--- src/sv/aahf_pkg.sv ---
// Shared types and constants of the ADTS header framer.
`timescale 1ns / 1ps
package aahf_pkg;

	typedef logic [7:0] octet_t;

	// Header length and emission slot numbering: 0..6 header, then held, then current
	localparam int HDR_LEN = 7;
	typedef logic [3:0] slot_idx_t;
	localparam slot_idx_t SLOT_FIRST = 4'd0;
	localparam slot_idx_t SLOT_HDR_LAST = 4'd6;
	localparam slot_idx_t SLOT_HELD = 4'd7;
	localparam slot_idx_t SLOT_CUR = 4'd8;

	// ADTS constants
	localparam octet_t SYNC_BYTE = 8'hFF;
	localparam octet_t HDR_BYTE1 = 8'hF1;
	localparam octet_t NIBBLE_MASK = 8'hF0;
	localparam logic [4:0] FULLNESS_LOW = 5'h1F;
	localparam octet_t HDR_BYTE6 = 8'hFC;
	localparam logic [15:0] MIN_FRAMED_LEN = 16'd7;
	localparam logic [12:0] HDR_LEN13 = 13'd7;
	localparam logic [3:0] MAX_RATE_INDEX = 4'd12;
	localparam logic [3:0] MIN_CHANNELS = 4'd1;
	localparam logic [3:0] MAX_CHANNELS = 4'd7;

	// Configuration register indexes
	typedef logic [1:0] cfg_idx_t;
	localparam cfg_idx_t CFG_OBJECT_TYPE = 2'd0;
	localparam cfg_idx_t CFG_RATE_INDEX = 2'd1;
	localparam cfg_idx_t CFG_CHANNELS = 2'd2;
	localparam int CFG_DATA_W = 5;

	// Frame phase
	typedef enum logic [1:0] {
		PH_IDLE = 2'd0,
		PH_HELD = 2'd1,
		PH_BODY = 2'd2
	} phase_t;

	typedef logic [HDR_LEN-1:0][7:0] hdr_t;

	// One emitted byte offered to the output register
	typedef struct packed {
		logic valid;
		octet_t data;
		logic done;
	} slot_t;

endpackage

--- src/sv/aahf_raw_if.sv ---
// Input channel: raw payload bytes.
`timescale 1ns / 1ps
interface aahf_raw_if;
	logic valid;
	logic ready;
	logic [7:0] payload_byte;
	logic [15:0] payload_length;
	logic end_of_frame;

	modport source (output valid, payload_byte, payload_length, end_of_frame, input ready);
	modport sink (input valid, payload_byte, payload_length, end_of_frame, output ready);
endinterface

--- src/sv/aahf_framed_if.sv ---
// Output channel: ADTS framed bytes.
`timescale 1ns / 1ps
interface aahf_framed_if;
	logic valid;
	logic ready;
	logic [7:0] framed_byte;
	logic frame_done;

	modport source (output valid, framed_byte, frame_done, input ready);
	modport sink (input valid, framed_byte, frame_done, output ready);
endinterface

--- src/sv/aahf_hdr_gen.sv ---
// ADTS header byte builder from configuration and payload length.
`timescale 1ns / 1ps
module aahf_hdr_gen (
	input  logic [4:0] object_type,
	input  logic [3:0] rate_index,
	input  logic [3:0] channels,
	input  logic [15:0] payload_length,
	output aahf_pkg::hdr_t hdr
);
	import aahf_pkg::*;

	logic [4:0] prof;
	logic [3:0] sri;
	logic [2:0] ch;
	logic [12:0] flen;

	// Clamp configuration fields
	always_comb begin
		prof = ((object_type > 5'd1) ? object_type : 5'd1) - 5'd1;
		sri = (rate_index > MAX_RATE_INDEX) ? MAX_RATE_INDEX : rate_index;
		if (channels < MIN_CHANNELS) begin
			ch = MIN_CHANNELS[2:0];
		end else if (channels > MAX_CHANNELS) begin
			ch = MAX_CHANNELS[2:0];
		end else begin
			ch = channels[2:0];
		end
		flen = payload_length[12:0] + HDR_LEN13;
	end

	// Pack the seven header bytes; private bit stays zero
	always_comb begin
		hdr[0] = SYNC_BYTE;
		hdr[1] = HDR_BYTE1;
		hdr[2] = {prof[1:0], sri, 1'b0, ch[2]};
		hdr[3] = {ch[1:0], 4'b0000, flen[12:11]};
		hdr[4] = flen[10:3];
		hdr[5] = {flen[2:0], FULLNESS_LOW};
		hdr[6] = HDR_BYTE6;
	end

endmodule

--- src/sv/aahf_intake.sv ---
// Input stage: phase tracking, first-byte hold and the per-item byte sequencer.
`timescale 1ns / 1ps
module aahf_intake (
	input  logic clk,
	input  logic arst_n,
	aahf_raw_if.sink raw,
	input  aahf_pkg::hdr_t hdr,
	output aahf_pkg::slot_t slot,
	input  logic slot_take
);
	import aahf_pkg::*;

	phase_t phase_q;
	phase_t phase_nxt;
	octet_t held_q;

	logic accept;
	logic framed;
	logic load;
	slot_idx_t start_idx;
	logic has_held;

	logic valid_s1;
	slot_idx_t idx_s1;
	hdr_t hdr_s1;
	octet_t held_s1;
	octet_t byte_s1;
	logic last_s1;
	logic has_held_s1;
	logic step;

	assign accept = raw.valid && raw.ready;
	assign framed = (raw.payload_length >= MIN_FRAMED_LEN) && (held_q == SYNC_BYTE)
		&& ((raw.payload_byte & NIBBLE_MASK) == NIBBLE_MASK);
	assign step = valid_s1 && slot_take;
	assign raw.ready = !valid_s1 || (step && (idx_s1 == SLOT_CUR));

	// Next phase
	always_comb begin
		unique case (phase_q)
			PH_IDLE: phase_nxt = raw.end_of_frame ? PH_IDLE : PH_HELD;
			PH_HELD: phase_nxt = raw.end_of_frame ? PH_IDLE : PH_BODY;
			default: phase_nxt = raw.end_of_frame ? PH_IDLE : PH_BODY;
		endcase
	end

	// What the accepted item emits
	always_comb begin
		unique case (phase_q)
			PH_IDLE: begin
				load = raw.end_of_frame;
				start_idx = SLOT_FIRST;
				has_held = 1'b0;
			end
			PH_HELD: begin
				load = 1'b1;
				start_idx = framed ? SLOT_HELD : SLOT_FIRST;
				has_held = 1'b1;
			end
			default: begin
				load = 1'b1;
				start_idx = SLOT_CUR;
				has_held = 1'b0;
			end
		endcase
	end

	// Phase register
	always_ff @(posedge clk or negedge arst_n) begin
		if (!arst_n) begin
			phase_q <= PH_IDLE;
			held_q <= '0;
		end else if (accept) begin
			phase_q <= phase_nxt;
			if (phase_q == PH_IDLE) begin
				held_q <= raw.payload_byte;
			end
		end
	end

	// Sequencer control
	always_ff @(posedge clk or negedge arst_n) begin
		if (!arst_n) begin
			valid_s1 <= 1'b0;
			idx_s1 <= SLOT_FIRST;
		end else if (accept && load) begin
			valid_s1 <= 1'b1;
			idx_s1 <= start_idx;
		end else if (step) begin
			if (idx_s1 == SLOT_CUR) begin
				valid_s1 <= 1'b0;
			end else if ((idx_s1 == SLOT_HDR_LAST) && !has_held_s1) begin
				idx_s1 <= SLOT_CUR;
			end else begin
				idx_s1 <= idx_s1 + 4'd1;
			end
		end
	end

	// Item payload
	always_ff @(posedge clk) begin
		if (accept && load) begin
			hdr_s1 <= hdr;
			held_s1 <= held_q;
			byte_s1 <= raw.payload_byte;
			last_s1 <= raw.end_of_frame;
			has_held_s1 <= has_held;
		end
	end

	// Byte at the current slot
	always_comb begin
		slot.valid = valid_s1;
		slot.done = last_s1 && (idx_s1 == SLOT_CUR);
		if (idx_s1 == SLOT_CUR) begin
			slot.data = byte_s1;
		end else if (idx_s1 == SLOT_HELD) begin
			slot.data = held_s1;
		end else begin
			slot.data = hdr_s1[idx_s1[2:0]];
		end
	end

`ifndef SYNTHESIS
	a_idx_range: assert property (@(posedge clk) disable iff (!arst_n)
		valid_s1 |-> (idx_s1 <= SLOT_CUR))
		else $error("slot index out of range");
	a_hold_no_emit: assert property (@(posedge clk) disable iff (!arst_n)
		(accept && (phase_q == PH_IDLE) && !raw.end_of_frame) |=> (!valid_s1 && (phase_q == PH_HELD)))
		else $error("held first byte started emission");
	a_second_start: assert property (@(posedge clk) disable iff (!arst_n)
		(accept && (phase_q == PH_HELD)) |=> (valid_s1 && ((idx_s1 == SLOT_FIRST) || (idx_s1 == SLOT_HELD))))
		else $error("second byte did not start at header or held slot");
	a_skip_held: assert property (@(posedge clk) disable iff (!arst_n)
		(valid_s1 && !has_held_s1) |-> (idx_s1 != SLOT_HELD))
		else $error("held slot visited on an item without a held byte");
`endif

endmodule

--- src/sv/aahf_out_reg.sv ---
// Output register between the sequencer and the framed channel.
`timescale 1ns / 1ps
module aahf_out_reg (
	input  logic clk,
	input  logic arst_n,
	input  aahf_pkg::slot_t slot,
	output logic slot_take,
	aahf_framed_if.source framed
);
	import aahf_pkg::*;

	logic valid_q;
	octet_t data_q;
	logic done_q;

	assign slot_take = !valid_q || framed.ready;
	assign framed.valid = valid_q;
	assign framed.framed_byte = data_q;
	assign framed.frame_done = done_q;

	// Valid flag
	always_ff @(posedge clk or negedge arst_n) begin
		if (!arst_n) begin
			valid_q <= 1'b0;
		end else if (slot_take) begin
			valid_q <= slot.valid;
		end
	end

	// Payload
	always_ff @(posedge clk) begin
		if (slot_take && slot.valid) begin
			data_q <= slot.data;
			done_q <= slot.done;
		end
	end

endmodule

--- src/sv/aac_adts_header_framer_unit.sv ---
// Top level of the ADTS header framer: config registers and stage wiring.
//
//  channel   dir  handshake     payload
//  raw       in   valid/ready   payload_byte[8], payload_length[16], end_of_frame
//  framed    out  valid/ready   framed_byte[8], frame_done
//  cfg       in   cfg_wen       cfg_index[2], cfg_data[5]
//
// One byte is taken per cycle unless the output stalls or the sequencer is busy; a
// frame's first byte gives no output until the second. An item producing 9 bytes
// (header, held byte, current byte), 8 for a one-byte frame, holds the input until its
// current byte is taken; the sequencer emits one byte per cycle when the output takes
// it, body bytes too. Bytes pass the sequencer register, then the output register.
// arst_n clears phase, sequencer and output valid; config returns to 2/3/2.
// A stalled framed.ready holds the output register and backs up into raw.ready.
`timescale 1ns / 1ps
module aac_adts_header_framer_unit (
	input  logic clk,
	input  logic arst_n,
	aahf_raw_if.sink raw,
	aahf_framed_if.source framed,
	input  logic cfg_wen,
	input  aahf_pkg::cfg_idx_t cfg_index,
	input  logic [aahf_pkg::CFG_DATA_W-1:0] cfg_data
);
	import aahf_pkg::*;

	logic [4:0] object_type_q;
	logic [3:0] rate_index_q;
	logic [3:0] channels_q;
	hdr_t hdr;
	slot_t slot;
	logic slot_take;

	// Configuration registers
	always_ff @(posedge clk or negedge arst_n) begin
		if (!arst_n) begin
			object_type_q <= 5'd2;
			rate_index_q <= 4'd3;
			channels_q <= 4'd2;
		end else if (cfg_wen) begin
			case (cfg_index)
				CFG_OBJECT_TYPE: object_type_q <= cfg_data;
				CFG_RATE_INDEX: rate_index_q <= cfg_data[3:0];
				CFG_CHANNELS: channels_q <= cfg_data[3:0];
				default: ;
			endcase
		end
	end

	aahf_hdr_gen u_hdr_gen (
		.object_type(object_type_q),
		.rate_index(rate_index_q),
		.channels(channels_q),
		.payload_length(raw.payload_length),
		.hdr(hdr)
	);

	aahf_intake u_intake (
		.clk(clk),
		.arst_n(arst_n),
		.raw(raw),
		.hdr(hdr),
		.slot(slot),
		.slot_take(slot_take)
	);

	aahf_out_reg u_out_reg (
		.clk(clk),
		.arst_n(arst_n),
		.slot(slot),
		.slot_take(slot_take),
		.framed(framed)
	);

endmodule

--- src/flat_wrapper.sv ---
// flat-port wrapper written by rule: the top's interface ports become plain ports
module aac_adts_header_framer_unit_flat import aahf_pkg::*;
  (clk, arst_n, cfg_wen, cfg_index, cfg_data, raw_valid, raw_payload_byte, raw_payload_length, raw_end_of_frame, raw_ready, framed_valid, framed_framed_byte, framed_frame_done, framed_ready);
  aahf_raw_if raw_i ();
  aahf_framed_if framed_i ();
  input  logic clk;
  input  logic arst_n;
  input  logic cfg_wen;
  input  aahf_pkg::cfg_idx_t cfg_index;
  input  logic [aahf_pkg::CFG_DATA_W-1:0] cfg_data;
  input wire logic [$bits(raw_i.valid)-1:0] raw_valid;
  input wire logic [$bits(raw_i.payload_byte)-1:0] raw_payload_byte;
  input wire logic [$bits(raw_i.payload_length)-1:0] raw_payload_length;
  input wire logic [$bits(raw_i.end_of_frame)-1:0] raw_end_of_frame;
  output wire logic [$bits(raw_i.ready)-1:0] raw_ready;
  output wire logic [$bits(framed_i.valid)-1:0] framed_valid;
  output wire logic [$bits(framed_i.framed_byte)-1:0] framed_framed_byte;
  output wire logic [$bits(framed_i.frame_done)-1:0] framed_frame_done;
  input wire logic [$bits(framed_i.ready)-1:0] framed_ready;
  assign raw_i.valid = raw_valid;
  assign raw_i.payload_byte = raw_payload_byte;
  assign raw_i.payload_length = raw_payload_length;
  assign raw_i.end_of_frame = raw_end_of_frame;
  assign raw_ready = raw_i.ready;
  assign framed_valid = framed_i.valid;
  assign framed_framed_byte = framed_i.framed_byte;
  assign framed_frame_done = framed_i.frame_done;
  assign framed_i.ready = framed_ready;
  aac_adts_header_framer_unit u_core (.clk(clk), .arst_n(arst_n), .raw(raw_i), .framed(framed_i), .cfg_wen(cfg_wen), .cfg_index(cfg_index), .cfg_data(cfg_data));
endmodule
--- config.mk ---
export PLATFORM = sky130hd
export DESIGN_NAME = aac_adts_header_framer_unit_flat
export DESIGN_NICKNAME = d
export VERILOG_FILES = /design/src/sv/aahf_pkg.sv /design/src/sv/aahf_raw_if.sv /design/src/sv/aahf_framed_if.sv /design/src/sv/aahf_hdr_gen.sv /design/src/sv/aahf_intake.sv /design/src/sv/aahf_out_reg.sv /design/src/sv/aac_adts_header_framer_unit.sv /design/src/flat_wrapper.sv
export SDC_FILE = /design/constraint.sdc
export NUM_CORES = 1
export LEC_CHECK = 0
export ABC_AREA = 1
export BUFFER_PORTS_ARGS = -buffer_cell sky130_fd_sc_hd__buf_2
export CORE_UTILIZATION = 57
export CTS_CLUSTER_SIZE = 20
export DETAILED_ROUTE_END_ITERATION = 6
export PLACE_DENSITY_LB_ADDON = 0.15
export SETUP_SLACK_MARGIN = 0.4
export SYNTH_ARGS = -nofsm -noshare
export SYNTH_HDL_FRONTEND = slang
export SYNTH_SLANG_ARGS = --single-unit
--- constraint.sdc ---
create_clock -name clk -period 3.6 [get_ports clk]
set_clock_uncertainty 0.2 [all_clocks]
set_input_delay 0.72 -clock clk [delete_from_list [all_inputs] [get_ports clk]]
set_output_delay 0.72 -clock clk [all_outputs]
set_load 0.02 [all_outputs]
After elaboration in Yosys (flattened, before gate mapping)
Index checks and enable logic that the tools add are counted.

Add/sub/neg operators: 3. $mul: 0. Divide/modulo/power cells: 0. Magnitude comparators: 6. Eq/ne operators: 9. Shift operators: 0. Mux-type cells: 20. Bitwise gates (word level): 0. Reductions and logical operators: 24.

Operators with widths (count): $bmux 8 s3 (1); $mux 8 (3); $ge 16x3->1 const B (1); $mux 4 (4); $add 13x3->13 const B (1); $reduce_and 2->1 (6); $eq 4x3->1 const B (2); $eq 4x4->1 const B (2); $eq 8x8->1 const B (1); $logic_and 1x1->1 (8); $pmux 4 s2 (1); $mux 1 (6); $mux 2 (3); $mux 3 (2); $gt 5x1->1 const B (1); $add 4x1->4 const B (1); $eq 2x1->1 const B (2); $gt 4x3->1 const B (1); $gt 4x4->1 const B (1); $logic_not 2->1 (2); $lt 3x4->1 const B (1); $lt 4x1->1 const B (1); $reduce_bool 2->1 (2); $logic_not 1->1 (3); 5 further kinds (6).

Register bits: 78. Latch bits: 0. Bits in writable memories: 0. Memory bits (read-only): 0. Input bits: 37. Word-level logic and storage cells: 84. Memories: 0.

Longest topological paths before layout
Word-level depth: 9. Gate-level depth with buffers: 11. Depth with buffers taken out: 11.

By module
From an unflattened synthesis, not the netlist that was laid out.

Cells, all modules: 542. Area, all modules: 5413.9 um^2.

Modules (own cells, without submodules): aahf_intake (times used 1, cells an instance 355, area each 3851.2 um^2, sequential area each 2597.5 um^2); aahf_hdr_gen (times used 1, cells an instance 112, area each 678.2 um^2, sequential area each 0.0 um^2); aac_adts_header_framer_unit (times used 1, cells an instance 60, area each 569.3 um^2, sequential area each 330.3 um^2); aahf_out_reg (times used 1, cells an instance 15, area each 315.3 um^2, sequential area each 295.3 um^2).

Worst setup path before layout
Ideal clock, no wire load.

Kind: flip-flop to flip-flop. Start point: reg u_core.u_intake.idx_s1[1]. End point: reg u_core.u_intake.byte_s1[0] (enable). Library setup time: 0.395 ns. Data arrival time: 2.110 ns. Required time: 3.005 ns. Setup slack: 0.895 ns. Cell stages (with the launch flop): 9. Buffers on the path: 0. Cells stage by stage: dfrtp_1 inv_1 ha_1 nand2_1 nor2_4 nand2_4 nand2_4 nand3_4 inv_1.

Word-level cells in the longest chain between the ends: 5.

RTL lines: start: declaration (line aahf_intake.sv:24) `slot_idx_t idx_s1;`; start signal: assignment (line aahf_intake.sv:88) `idx_s1 <= start_idx;`; start signal: assignment (line aahf_intake.sv:95) `idx_s1 <= idx_s1 + 4'd1;`; $eq 4x4->1 (line aahf_intake.sv:36) `assign raw.ready = !valid_s1 || (step && (idx_s1 == SLOT_CUR));`; $logic_and 1x1->1 (line aahf_intake.sv:36); $logic_or 1x1->1 (line aahf_intake.sv:36); via raw_ready (line flat_wrapper.sv:15) `output wire logic [$bits(raw_i.ready)-1:0] raw_ready;`; $logic_and 1x1->1 (line aahf_intake.sv:32) `assign accept = raw.valid && raw.ready;`; $logic_and 1x1->1 (line aahf_intake.sv:102) `if (accept && load) begin`; end signal: assignment (line aahf_intake.sv:105) `byte_s1 <= raw.payload_byte;`; end: declaration (line aahf_intake.sv:27) `octet_t byte_s1;`.

The timed path passes the listed nets, and every way through them passes these cells. A chain may end at the register's enable or synchronous reset.

Worst setup path in the final report
Start point: reg u_core.u_intake.idx_s1[1]. End point: out raw_ready.

Word-level cells in the longest chain between the ends: 3.

RTL lines (line): $eq 4x4->1 (aahf_intake.sv:36); $logic_and 1x1->1 (aahf_intake.sv:36); $logic_or 1x1->1 (aahf_intake.sv:36); end: declaration (flat_wrapper.sv:15).

No other way between the ends.

==> metrics.yaml <==
critical_path:
  reg2regPathDepth: 9
  arrival_ps: 1790
  crit_fanout: 9
  timing.rr.start: "u_core.u_intake.idx_s1[1]"
  r2r_end: "u_core.u_intake.hdr_s1[46]"
  reg2reg_slack_ps: 1070
  worst_setup_path_end_kind: "output pin"
  start_kind: "flip-flop"
  crit_required_ps: 2680
  critical_path_class: "reg2out"
routing:
  vias: 2570
  viasPerCell: 5.18
  ant_nets: 0
  routed_wl_um: 6790
  wl_met1_um: 3190
  drtPass1Iterations: 4
  met3_length_um: 270
  drtIter0Drc: 167
  wl_per_cell_um: 13.7
  routed.top_layer: "met4"
  wl_met2_um: 3110
  drc: 0
power:
  vdd_drop_max_mv: 0.411
  p_per_area_mw_per_mm2: 707
  power_leakage_nw: 1.83
cells_and_area:
  nNetsFinal: 458
  drive_gt1_frac: 0.209
  fill_cells: 482
  layout_common_cells: "nand2_1 (97), edfxtp_1 (49), buf_2 (47)"
  layout_commonest_cell: "nand2_1"
  areaGrowthSynthToFinish_pct: 12.9
  n_antenna_cell: 0
floorplanning:
  die_x_um: 81.8
  io_pins: 48
  core.rowCount: 28
  fp.dieH_um: 81.8
  die-area_mm2: 0.00668
  start_util: 0.602
  coreArea_mm2: 0.00603
synthesis:
  synthCells: 363
  synth_cell_type_count: 36
  ys_seq_elements: 78
  syn_avg_cell_area_um2: 9.99
  syn_nets: 405
  ys_warn_count: 0
  synth_area_mm2: 0.00363
  yosysSeqAreaShare: 0.607
global_route:
  grt_max_degree: 40
  track_usage: 0.231
  grt_overflow: 0
  antenna_found_initial: 0
  grt_pass1_wl_um: 11100
  grt_pass1_vias: 2429
sta:
  worstMarginPinSlew_ps: 701
  slew_viol_final: 0
  rsz0062_at_grt: "false"
  fmax_mhz: 369
  hold_violations: 0
  fin_crit_sh: 0.753
  slew_headroom: 0.533
  setup_violations: 0
  fin_tns_setup_ps: 0
  worst_hold_slack_ps: 218
  period_needed_ps: 2710
status:
  status: "completed"
run:
  cap_violations: 0
placement:
  dp_hpwl_um: 4990
  finalWeightedCongestion: 0.897
  io_buffer_count: 47
cts:
  cts_tree: "built"
  cts.path.max_buffers: 2
  clkTransAtPathRegs_ps: 80
  h-tree-depth: 3
  clock_latency_ps: 340
  post_cts_buffers: 0
  clock-sinks: 78
  ctsResizeCount: 0
  cts_root_buffer: "clkbuf_8"
  cts_hold_buf: 0
  cts_buffers: 9
min_path:
  hp-class: "in2async"
## flip-flops by register name, summed over array words and instances, names as in the netlist, 2 cells and up
register and cells:
u_core.u_intake.held_s1 8, u_core.u_intake.held_q 8, u_core.u_intake.phase_q 2, u_core.channels_q 4
u_core.u_out_reg.framed.framed_byte 8, u_core.u_intake.idx_s1 4, u_core.object_type_q 5, u_core.u_intake.hdr_s1 22
u_core.rate_index_q 4, u_core.u_intake.byte_s1 8
## cell type report
class	instances	area, um2	share of cell area
Clock inverter	6	40.0	0.00978
Inverter	42	158	0.0385
Clock buffer	10	128	0.0312
Timing Repair Buffer	48	243	0.0593
Multi-Input combinational cell	237	1230	0.300
Sequential cell	78	2200	0.538
Tap cell	75	93.8	0.0229
## worst max path at each step
| stage | startpoint | to | slack (ps) |
|---|---|---|---|
| after CTS | u_core.u_intake.idx_s1[1] | raw_ready | 890 |
| after detailed placement | u_core.u_intake.idx_s1[1] | u_core.u_intake.hdr_s1[21] | 1070 |
| after global placement | u_core.u_intake.idx_s1[1] | u_core.u_intake.hdr_s1[39] | 1150 |
| final | u_core.u_intake.idx_s1[1] | raw_ready | 890 |
| after global routing | u_core.u_intake.idx_s1[1] | raw_ready | 770 |
| after floorplan | u_core.u_intake.idx_s1[1] | u_core.u_intake.byte_s1[0] | 890 |
## Yosys cell counts, drive strengths merged
library cell / n / area share
nor3: 3 / 0.0041
nand3b: 1 / 0.0021
o221ai: 2 / 0.0048
nand4: 2 / 0.0035
nor4: 1 / 0.0017
buf: 4 / 0.0079
o211ai: 2 / 0.0041
dfstp: 4 / 0.029
nor2: 38 / 0.042
o22ai: 1 / 0.0017
ha: 5 / 0.017
o21bai: 1 / 0.0021
dfrtp: 25 / 0.17
nand2: 100 / 0.11
or2: 3 / 0.0052
o31ai: 1 / 0.0021
o21ai: 36 / 0.058
inv: 42 / 0.043
a21oi: 7 / 0.0097
clkbuf: 2 / 0.0021
a21boi: 2 / 0.0041
nand3: 16 / 0.029
xor2: 10 / 0.024
xnor2: 3 / 0.0072
edfxtp: 49 / 0.41
mux2: 1 / 0.0031
a31oi: 2 / 0.0035
## critical path, stage by stage (launching register included)
cell,delay (ps)
dfrtp_1,480
inv_1,170
ha_1,160
nand2_1,80
nor2_4,200
nand2_4,70
nand2_4,110
buf_2,170
## kinds of logic (layout without fill, tap and decap cells)
group / after synthesis / count (layout) / synth area share
xor+xnor: 13 / 13 / 0.0314
flops: 78 / 78 / 0.607
mux: 1 / 1 / 0.00311
fa+ha+maj: 5 / 5 / 0.0173
simple gates: 164 / 164 / 0.197
buf+inv: 48 / 106 / 0.0535
compound gates: 54 / 54 / 0.0901
## report_power, final
group          switching, mW  internal [mW]
Clock                  0.317          0.249
Combinational          0.616          0.311
Sequential             0.143           1.26
Total                   1.07           1.82
## layer usage
metal,up-vias,track usage
li1,1301,-
met1,1191,0.306
met2,63,0.360
met3,15,0.0422
met4,0,0.128
met5,-,0
## metrics by stage
| stage | util | setup WS [ps] | power (mW) | instances | instance area, um2 |
|---|---|---|---|---|---|
| 2_1_floorplan | - | 895 | 2.07 | 363 | 3630 |
| 3_5_place_dp | 0.652 | 1070 | 2.35 | 480 | 3930 |
| 5_1_grt | 0.679 | 775 | 3.09 | 496 | 4090 |
| 4_1_cts | 0.679 | 886 | 2.91 | 496 | 4090 |
| 3_3_place_gp | 0.652 | 1150 | 2.32 | 480 | 3930 |
| 6_report | 0.679 | 890 | 2.89 | 496 | 4090 |
(Power assumes the default switching activity.)
